`src/sv/qrm_pkg.sv`:
```
// ----------------------------------------------------------------------------
// qrm_pkg
// shared widths and pipeline payload types of the quaternion to matrix block
// ----------------------------------------------------------------------------
package qrm_pkg;

  localparam int QW        = 18;  // quaternion component width
  localparam int PW        = 36;  // product width
  localparam int SW        = 38;  // signed sum width
  localparam int DW        = 37;  // divisor (squared norm) width
  localparam int RW        = 38;  // partial remainder width
  localparam int QOW       = 16;  // quotient width (two times the result)
  localparam int EW        = 16;  // rotation entry width
  localparam int TW        = 32;  // translation width
  localparam int LANES     = 9;
  localparam int DIV_STG   = 5;
  localparam int DIV_BITS  = 3;
  localparam int NSTG      = DIV_STG + 3;
  localparam logic signed [EW-1:0] ONE_Q14 = 16'sd16384;

  typedef struct packed {
    logic            neg;
    logic [RW-1:0]   rem;
    logic [QOW-1:0]  quo;
  } lane_t;

  typedef struct packed {
    logic                   zero;
    logic [DW-1:0]          den;
    lane_t [LANES-1:0]      lane;
  } dv_t;

endpackage

```
`src/sv/qrm_div_stage.sv`:
```
// ----------------------------------------------------------------------------
// qrm_div_stage
// one stage of the restoring divider, three quotient bits for all nine lanes
// ----------------------------------------------------------------------------
module qrm_div_stage (
  input  logic          clk,
  input  logic          ld,
  input  qrm_pkg::dv_t  dv_in,
  output qrm_pkg::dv_t  dv_out
);
  import qrm_pkg::*;

  dv_t dv_nxt, dv_r;

  always_comb begin
    logic [RW-1:0] rs;
    dv_nxt = dv_in;
    for (int l = 0; l < LANES; l++) begin
      for (int b = 0; b < DIV_BITS; b++) begin
        rs = {dv_nxt.lane[l].rem[RW-2:0], 1'b0};
        if (rs >= RW'(dv_in.den)) begin
          dv_nxt.lane[l].rem = rs - RW'(dv_in.den);
          dv_nxt.lane[l].quo = {dv_nxt.lane[l].quo[QOW-2:0], 1'b1};
        end else begin
          dv_nxt.lane[l].rem = rs;
          dv_nxt.lane[l].quo = {dv_nxt.lane[l].quo[QOW-2:0], 1'b0};
        end
      end
    end
  end

  always_ff @(posedge clk) begin
    if (ld) begin
      dv_r <= dv_nxt;
    end
  end

  assign dv_out = dv_r;

endmodule

```
`config.mk`:
```
export PLATFORM = sky130hd
export DESIGN_NAME = qrm_div_stage
export DESIGN_NICKNAME = d
export VERILOG_FILES = /design/src/sv/qrm_pkg.sv /design/src/sv/qrm_div_stage.sv
export SDC_FILE = /design/constraint.sdc
export NUM_CORES = 2
export LEC_CHECK = 0
export ABC_AREA = 1
export ABC_CLOCK_PERIOD_IN_PS = 9160
export BUFFER_PORTS_ARGS = -buffer_cell sky130_fd_sc_hd__buf_4
export CORE_ASPECT_RATIO = 0.75
export CORE_MARGIN = 2
export CORE_UTILIZATION = 35
export CTS_CLUSTER_SIZE = 28
export DETAILED_ROUTE_END_ITERATION = 8
export GPL_TIMING_DRIVEN = 0
export HOLD_SLACK_MARGIN = 0.06
export MAX_ROUTING_LAYER = met4
export PLACE_DENSITY = 0.6
export SETUP_SLACK_MARGIN = 0.5
export SYNTH_ARGS = -nofsm -noshare
export SYNTH_HDL_FRONTEND = slang
export SYNTH_SLANG_ARGS = --single-unit
```
`constraint.sdc`:
```
create_clock -name clk -period 9.16 [get_ports clk]
set_input_delay 0.916 -clock clk [delete_from_list [all_inputs] [get_ports clk]]
set_output_delay 0.916 -clock clk [all_outputs]
set_load 0.01 [all_outputs]
```
==> results.tsv <==
metric	value	unit
largest_reg_flops	533	
hold_viol	0	
die-area	0.2529	mm²
async_reset_ff_share	0	%
hpwl	357600	µm
drc	0	
path_buf_inv	17	
final_cells	18326	
avgSynthCellArea	6.390	µm²
area_growth	23.81	%
fp.dieH	436.0	µm
slew_headroom	29.42	%
synth-seq-cells	533	
synth_cell_types	77	
multiInputGateArea	0.06763	mm²
slowest_stage	ha_1	
fp.coreArea	0.2473	mm²
ant_nets	0	
peakVddDrop	0.1746	mV
grt_pass1_wl	621600	µm
ys_top_cells_by_area	edfxtp_1, nand2_1, ha_1, a21oi_1, inv_1	
status	complete, no violations	
cts_buffers	61	
period_minus_slack	8.577	ns
cts_sinks	533	
power.total	30720	µW
syn_nets	15154	
gp_congestion	1.033	
dieWidth	580.0	µm
dpl.cell_count	17983	
grt_max_degree	124	
yosys.area.top_type_share	18.38	%
synth_top_cell_by_area	edfxtp_1	
start_util	35.21	%
cts_root_buf	clkbuf_16	
max_freq	116.6	MHz
drt-initial-drc-count	12234	
worst_ep_required_time	9.61	ns
setup_violations	0	
grt-ovfl-total	0	
track_usage	34.19	%
cp-start-kind	input port	
rows	158	
fin_crit_sh	93.63	%
synthCells	13629	
leakagePower	0.05001	µW
via_per_inst	5.592	
cp-end-kind	flop	
synth_edf_count	533	
rsz0062_at_grt	true	
worst_hold_slack	0.3530	ns
maxSlewViolCount	0	
ys_seq_area_share	18.38	%
grt_pass1_vias	90999	
hold_class	in2reg	
critPathTopFamily	simple AND/OR/NAND/NOR gates	
cts_tree	done	
htreeDepth	2	
path_common_cell	nand2_1	
worst_pin_slew	1.059	ns
critical_path_class	in2reg	
cpPeakStageDelay	0.45	ns
maxCapViolCount	0	
synth_area	0.08709	mm²
yosys_warnings	0	
clk_pin_slew	0.06	ns
fin_nets	16478	
drt-total-wl	446800	µm
fill_cells	26269	
io_buffer_count	1031	
cp.arrival	9.02	ns
cts_hold_repair.buffers	0	
antenna_found_initial	71	
tns	0	ns
firstDrtPassIters	8	
wl_per_cell	24.38	µm
cts_buffer_depth	3	
vias	102472	
seq_area	0.01601	mm²
io_pins	1068	
critPathMaxFanout	10	
synthFlopType	edfxtp_1	
power_density	284.9	mW/mm²
drive_gt1_share	16.52	%
synth_stat cells, types with 47 or more instances:
cell      instances
a21oi_1        1229
o21ai_2          53
xnor2_1         419
inv_1          1393
or2_2            71
nor4_1           57
o21a_1          105
a21boi_0         48
nand4_1         115
nand3_1         805
nor3_1          123
o21ai_0         934
a21o_1          145
a31oi_1         179
o21ai_1          95
nor2_1         1314
nand2_1        3903
buf_6            47
o21bai_1        104
clkbuf_1         55
buf_2            94
ha_1            981
xor2_1          431
edfxtp_1        533
what timing repair did:
action                                  4_1_cts  5_1_grt
gates cloned                                  0        5
buffers inserted                             57      125
endpoints found under the hold margin         0        0
endpoints found under the setup margin      353      351
gates resized for setup                     455      757
pin swaps                                    54      156
area by class of cell:
cell class | count | area share, %
Clock inverter | 46 | 0.3597
Timing Repair Buffer | 1259 | 9.588
Buffer | 243 | 2.122
Clock buffer | 68 | 1.440
Multi-Input combinational cell | 11442 | 62.72
Sequential cell | 533 | 14.84
Inverter | 1413 | 5.026
Tap cell | 3280 | 3.806
Antenna cell | 42 | 0.09747
metrics by stage:
stage                     util [%]  setup slack (ns)  cell area (µm²)
after floorplan                  -            0.8156            87100
after global routing         43.59            0.4303           107800
after detailed placement     40.51            -3.921           100200
after global placement       40.01            -7.132            98940
final                        43.60            0.5832           107800
after CTS                    41.98            0.4270           103800
path summary, 6_finish.rpt:
| check | slack [ns] | from | end | depth (start not counted) |
|---|---|---|---|---|
| max | 0.58 | dv_in[495] | dv_out[182] | 51 |
| min | 0.35 | dv_in[228] | dv_out[231] | 1 |
layer usage:
| metal | GRT usage (%) | share of wire [%] | up-vias | wire length, µm |
|---|---|---|---|---|
| li1 | - | - | 48933 | - |
| met5 | - | 0 | - | 0 |
| met1 | 47.32 | 43 | 47244 | 194100 |
| met4 | 13.86 | 4.8 | 0 | 21650 |
| met2 | 47.92 | 40 | 5580 | 180100 |
| met3 | 7.022 | 11 | 715 | 50920 |
layout by cell type, fill, tap and decap left out, types with 42 or more instances in the layout:
cell,count
o21ai_1,174
nand4_1,115
nor2_2,61
ha_4,87
o21ai_0,702
buf_6,75
nor2_1,1261
a21oi_2,118
nor4_1,43
buf_4,1269
nor3_1,116
a31oi_1,170
diode_2,42
nand2_1,3854
o21a_1,104
a21o_1,145
edfxtp_1,533
ha_1,863
nand2_2,76
clkbuf_16,65
xor2_1,431
inv_1,1352
or2_2,71
o21bai_1,101
a21oi_1,1108
o21ai_2,179
nand3_1,790
xnor2_1,419
power breakdown:
group	internal, µW	switching, µW
clock network	1320	1190
logic	8550	14900
registers	4230	492
total	14100	16600
kinds of logic after synthesis:
| family | count (synthesis) | synth area share, % |
|---|---|---|
| simple gates | 6536 | 30.92 |
| compound gates | 3064 | 19.99 |
| buf+inv | 1656 | 7.867 |
| fa+ha+maj | 990 | 14.30 |
| xor+xnor | 850 | 8.548 |
| flops | 533 | 18.38 |
Note: power is estimated with default switching activity, not from simulation.
