File: src/sv/qrm_pkg.sv
// ----------------------------------------------------------------------------
// qrm_pkg
// shared widths and pipeline payload types of the quaternion to matrix block
// ----------------------------------------------------------------------------
package qrm_pkg;

  localparam int QW        = 18;  // quaternion component width
  localparam int PW        = 36;  // product width
  localparam int SW        = 38;  // signed sum width
  localparam int DW        = 37;  // divisor (squared norm) width
  localparam int RW        = 38;  // partial remainder width
  localparam int QOW       = 16;  // quotient width (two times the result)
  localparam int EW        = 16;  // rotation entry width
  localparam int TW        = 32;  // translation width
  localparam int LANES     = 9;
  localparam int DIV_STG   = 5;
  localparam int DIV_BITS  = 3;
  localparam int NSTG      = DIV_STG + 3;
  localparam logic signed [EW-1:0] ONE_Q14 = 16'sd16384;

  typedef struct packed {
    logic            neg;
    logic [RW-1:0]   rem;
    logic [QOW-1:0]  quo;
  } lane_t;

  typedef struct packed {
    logic                   zero;
    logic [DW-1:0]          den;
    lane_t [LANES-1:0]      lane;
  } dv_t;

endpackage

File: src/sv/qrm_round.sv
// ----------------------------------------------------------------------------
// qrm_round
// halves the quotient with rounding, applies the sign, selects identity for
// a zero quaternion and holds the output register
// ----------------------------------------------------------------------------
module qrm_round (
  input  logic                          clk,
  input  logic                          ld,
  input  qrm_pkg::dv_t                  dv,
  output logic signed [qrm_pkg::EW-1:0] elem [qrm_pkg::LANES]
);
  import qrm_pkg::*;

  logic signed [EW-1:0] elem_nxt [LANES];
  logic signed [EW-1:0] elem_r   [LANES];

  always_comb begin
    logic [QOW:0]  qs;
    logic [EW-1:0] q;
    for (int l = 0; l < LANES; l++) begin
      // ties away from zero on the magnitude; result is at most one, so no clipping
      qs = {1'b0, dv.lane[l].quo} + (QOW+1)'(1);
      q  = qs[QOW:1];
      if (dv.zero) begin
        elem_nxt[l] = (l == 0 || l == 4 || l == 8) ? ONE_Q14 : '0;
      end else begin
        elem_nxt[l] = dv.lane[l].neg ? -$signed(q) : $signed(q);
      end
    end
  end

  always_ff @(posedge clk) begin
    if (ld) begin
      elem_r <= elem_nxt;
    end
  end

  assign elem = elem_r;

endmodule

File: config.mk
export PLATFORM = sky130hd
export DESIGN_NAME = qrm_round
export DESIGN_NICKNAME = d
export VERILOG_FILES = /design/src/sv/qrm_pkg.sv /design/src/sv/qrm_round.sv
export SDC_FILE = /design/constraint.sdc
export NUM_CORES = 1
export LEC_CHECK = 0
export BUFFER_PORTS_ARGS = -buffer_cell sky130_fd_sc_hd__buf_2
export CAP_MARGIN = 15
export CORE_AREA = 3 3 265 267
export DETAILED_ROUTE_END_ITERATION = 10
export DIE_AREA = 0 0 268 270
export GPL_ROUTABILITY_DRIVEN = 0
export SLEW_MARGIN = 5
export SYNTH_ARGS = -nofsm -noshare
export SYNTH_HDL_FRONTEND = slang
export SYNTH_SLANG_ARGS = --single-unit
File: constraint.sdc
create_clock -name clk -period 3.1 [get_ports clk]
set_clock_uncertainty 0.1 [all_clocks]
set_input_delay 0.465 -clock clk [delete_from_list [all_inputs] [get_ports clk]]
set_output_delay 0.465 -clock clk [all_outputs]
set_load 0.02 [all_outputs]
==> flow_metrics.env <==
export IMPL_status="completed"
export IMPL_min_period_ns=2.56
export IMPL_power_leakage_nw=5.84
export IMPL_vias=11700
export IMPL_hold_path_class="input port to flop"
export IMPL_die_h_um=270
export IMPL_firstDrtPassIters=5
export IMPL_first_iter_violations=618
export IMPL_max_freq_mhz=391
export IMPL_coreArea_um2=68300
export IMPL_ir_drop_v=0.000345
export IMPL_maxSlewViolCount=0
export IMPL_synth_area_um2=12500
export IMPL_grt_setup_unrepaired="false"
export IMPL_fill_cells=7494
export IMPL_p_seq_share_pct=39.3
export IMPL_fin_area_um2=15900
export IMPL_grt_first_pass_wirelength_mm=61.9
export IMPL_p_sw_share_pct=34.2
export IMPL_rows=96
export IMPL_grt_pass1_vias=10900
export IMPL_cp_start_kind="input port"
export IMPL_cts_made_buffers=17
export IMPL_synth_cell_type_count=85
export IMPL_clkPwrFrac_pct=34.5
export IMPL_cts_max_level=4
export IMPL_synthArstFlopShare_pct=0
export IMPL_wirelength_mm=39.6
export IMPL_nets=2286
export IMPL_largest_reg_flops=144
export IMPL_synth_area_per_cell_um2=8.70
export IMPL_die_area_um2=72400
export IMPL_synth_nets=1990
export IMPL_p_per_area_nw_per_um2=387
export IMPL_viasPerCell=4.42
export IMPL_critPathKind="input port to flop"
export IMPL_final_common_cell="buf_2"
export IMPL_grt_max_degree=67
export IMPL_synth_edff_count=144
export IMPL_route_detailed_drc=0
export IMPL_die_w_um=268
export IMPL_worst_pin_slew_ns=0.681
export IMPL_grtUsageTotal_pct=11.0
export IMPL_portBuffers=299
export IMPL_maxCapViolCount=0
export IMPL_grt_overflow_total=0
export IMPL_synthFlopType="edfxtp_1"
export IMPL_drive_gt1_share_pct=25.9
export IMPL_post_cts_buffers=0
export IMPL_ys_seq_elements=144
export IMPL_min_period_over_period_pct=82.5
export IMPL_cts_hold_buffers_added=0
export IMPL_cts_tree="done"
export IMPL_pin_count=679
export IMPL_layoutNonFillerInstCount=2637
export IMPL_slew_headroom_pct=54.6
export IMPL_ctsResizeCount=0
export IMPL_intPower_mw=4.05
export IMPL_power_net_switching_mw=2.10
export IMPL_dpl_cell_area_um2=15300
export IMPL_crit_fanout=9
export IMPL_clk_pin_slew_worst_paths_ns=0.07
export IMPL_yosysWarningCount=0
export IMPL_setup_viol=0
export IMPL_cp_data_arrival_time_ns=2.69
export IMPL_place_worst_setup_slack_ns=0.0472
export IMPL_yosysSeqAreaShare_pct=34.6
export IMPL_syn2layout_area_growth_pct=27.1
export IMPL_clockRootBuffer="clkbuf_16"
export IMPL_dp_cells=2596
export IMPL_required_ns=3.23
export IMPL_hold_violations=0
export IMPL_initial_core_util_pct=18.3
export IMPL_setup_slack_ns=0.541
export IMPL_fin_tns_setup_ns=0
export IMPL_setup_worst_path_end_class="flop"
export IMPL_ant_nets=0
export IMPL_cts_buffer_depth=2
export IMPL_total_power_mw=6.15
export IMPL_antenna_found_initial=20
export IMPL_combPwrFrac_pct=26.2
export IMPL_routedWlPerCell_um=15.0
export IMPL_final_cell_mix="buf_2, xnor2_1, nor2_1, edfxtp_1, nand2_1"
export IMPL_hpwl_mm=31.7
export IMPL_clock_sinks=144
export IMPL_synth_cells=1437
-- final timing paths --
check | startpoint | cells after the start | slack [ns] | to
min | ld | 1 | 0.29 | elem[138]
max | dv[110] | 8 | 0.54 | elem[111]
-- Yosys cell counts, drive strengths merged (3+ instances only) --
cell type	number	area share [%]
edfxtp	144	35
a31o	3	0.21
nor4	31	1.6
and4	23	1.6
nand2	85	2.6
and3b	6	0.42
a21bo	5	0.40
o21ai	60	2.4
a21boi	4	0.24
a211oi	7	0.42
nor2	165	5.0
a21oi	57	2.3
nand2b	14	0.70
mux2	11	0.99
o21a	8	0.48
nor2b	5	0.25
o31a	4	0.28
clkbuf	74	2.6
a22oi	3	0.18
xor2	74	5.2
nand3b	6	0.36
ha	18	1.8
buf	28	1.3
nand3	69	2.8
nor3	68	2.8
xnor2	166	12
and3	52	2.6
o211ai	7	0.42
or2	4	0.20
mux2i	8	0.64
or4	7	0.45
and2	19	0.96
a31oi	25	1.3
nand4	46	2.4
nor3b	4	0.24
or3	17	0.86
o22a	3	0.22
a211o	4	0.29
inv	24	0.72
a21o	3	0.18
o31ai	22	1.3
o41ai	15	1.2
a311oi	7	0.49
a41oi	3	0.21
-- worst max-delay path: stages --
cell and delay, ns:
buf_2 0.17, ha_1 0.27, and4_1 0.24, and3_1 0.31, and3_1 0.26, a22oi_1 0.14
o41ai_1 0.45, mux2_2 0.38
-- metal layers --
metal,up-vias,track usage [%],share of wire (%)
met1,5322,14.1,46
li1,5914,-,-
met3,63,4.31,9.4
met4,14,4.69,2.8
met2,347,16.3,42
met5,-,0,0.22
-- power groups by stage --
stage	registers (mW)	clock network, mW	logic [mW]
4_1_cts	2.42	2.23	1.63
3_5_place_dp	2.46	0	1.62
3_3_place_gp	2.46	0	1.61
5_1_grt	2.44	2.27	1.79
6_report	2.42	2.12	1.61
2_1_floorplan	2.69	0	0.768
-- kinds of logic (layout without fill, tap and decap cells) --
kind of cell               after synthesis  count (layout)  share of synthesized area, %
buffers and inverters                  126             435                          4.64
DFF                                    144             144                          34.6
and+or+nand+nor                        634             634                          26.8
muxes                                   19              19                          1.63
adders and majority gates               18              18                          1.80
other                                    0               9                             0
xor gates and xnor gates               240             240                          16.8
AOI/OAI and AO/OA                      256             256                          13.7
-- area by class of cell --
class | instances | area, um^2 | share of cell area, %
Timing Repair Buffer | 379 | 2140 | 13.5
Clock inverter | 15 | 183 | 1.15
Multi-Input combinational cell | 1167 | 7590 | 47.8
Inverter | 24 | 90.1 | 0.567
Antenna cell | 9 | 22.5 | 0.142
Tap cell | 882 | 1100 | 6.95
Clock buffer | 17 | 425 | 2.68
Sequential cell | 144 | 4320 | 27.2
-- metrics by stage --
stage | hold slack, ns | util [%]
after floorplan | 0.477 | -
after global placement | 0.788 | 22.3
after detailed placement | 0.792 | 22.3
after CTS | 0.249 | 23.2
after global routing | 0.281 | 23.2
final | 0.291 | 23.2
Power figures use the tool's default switching activity.
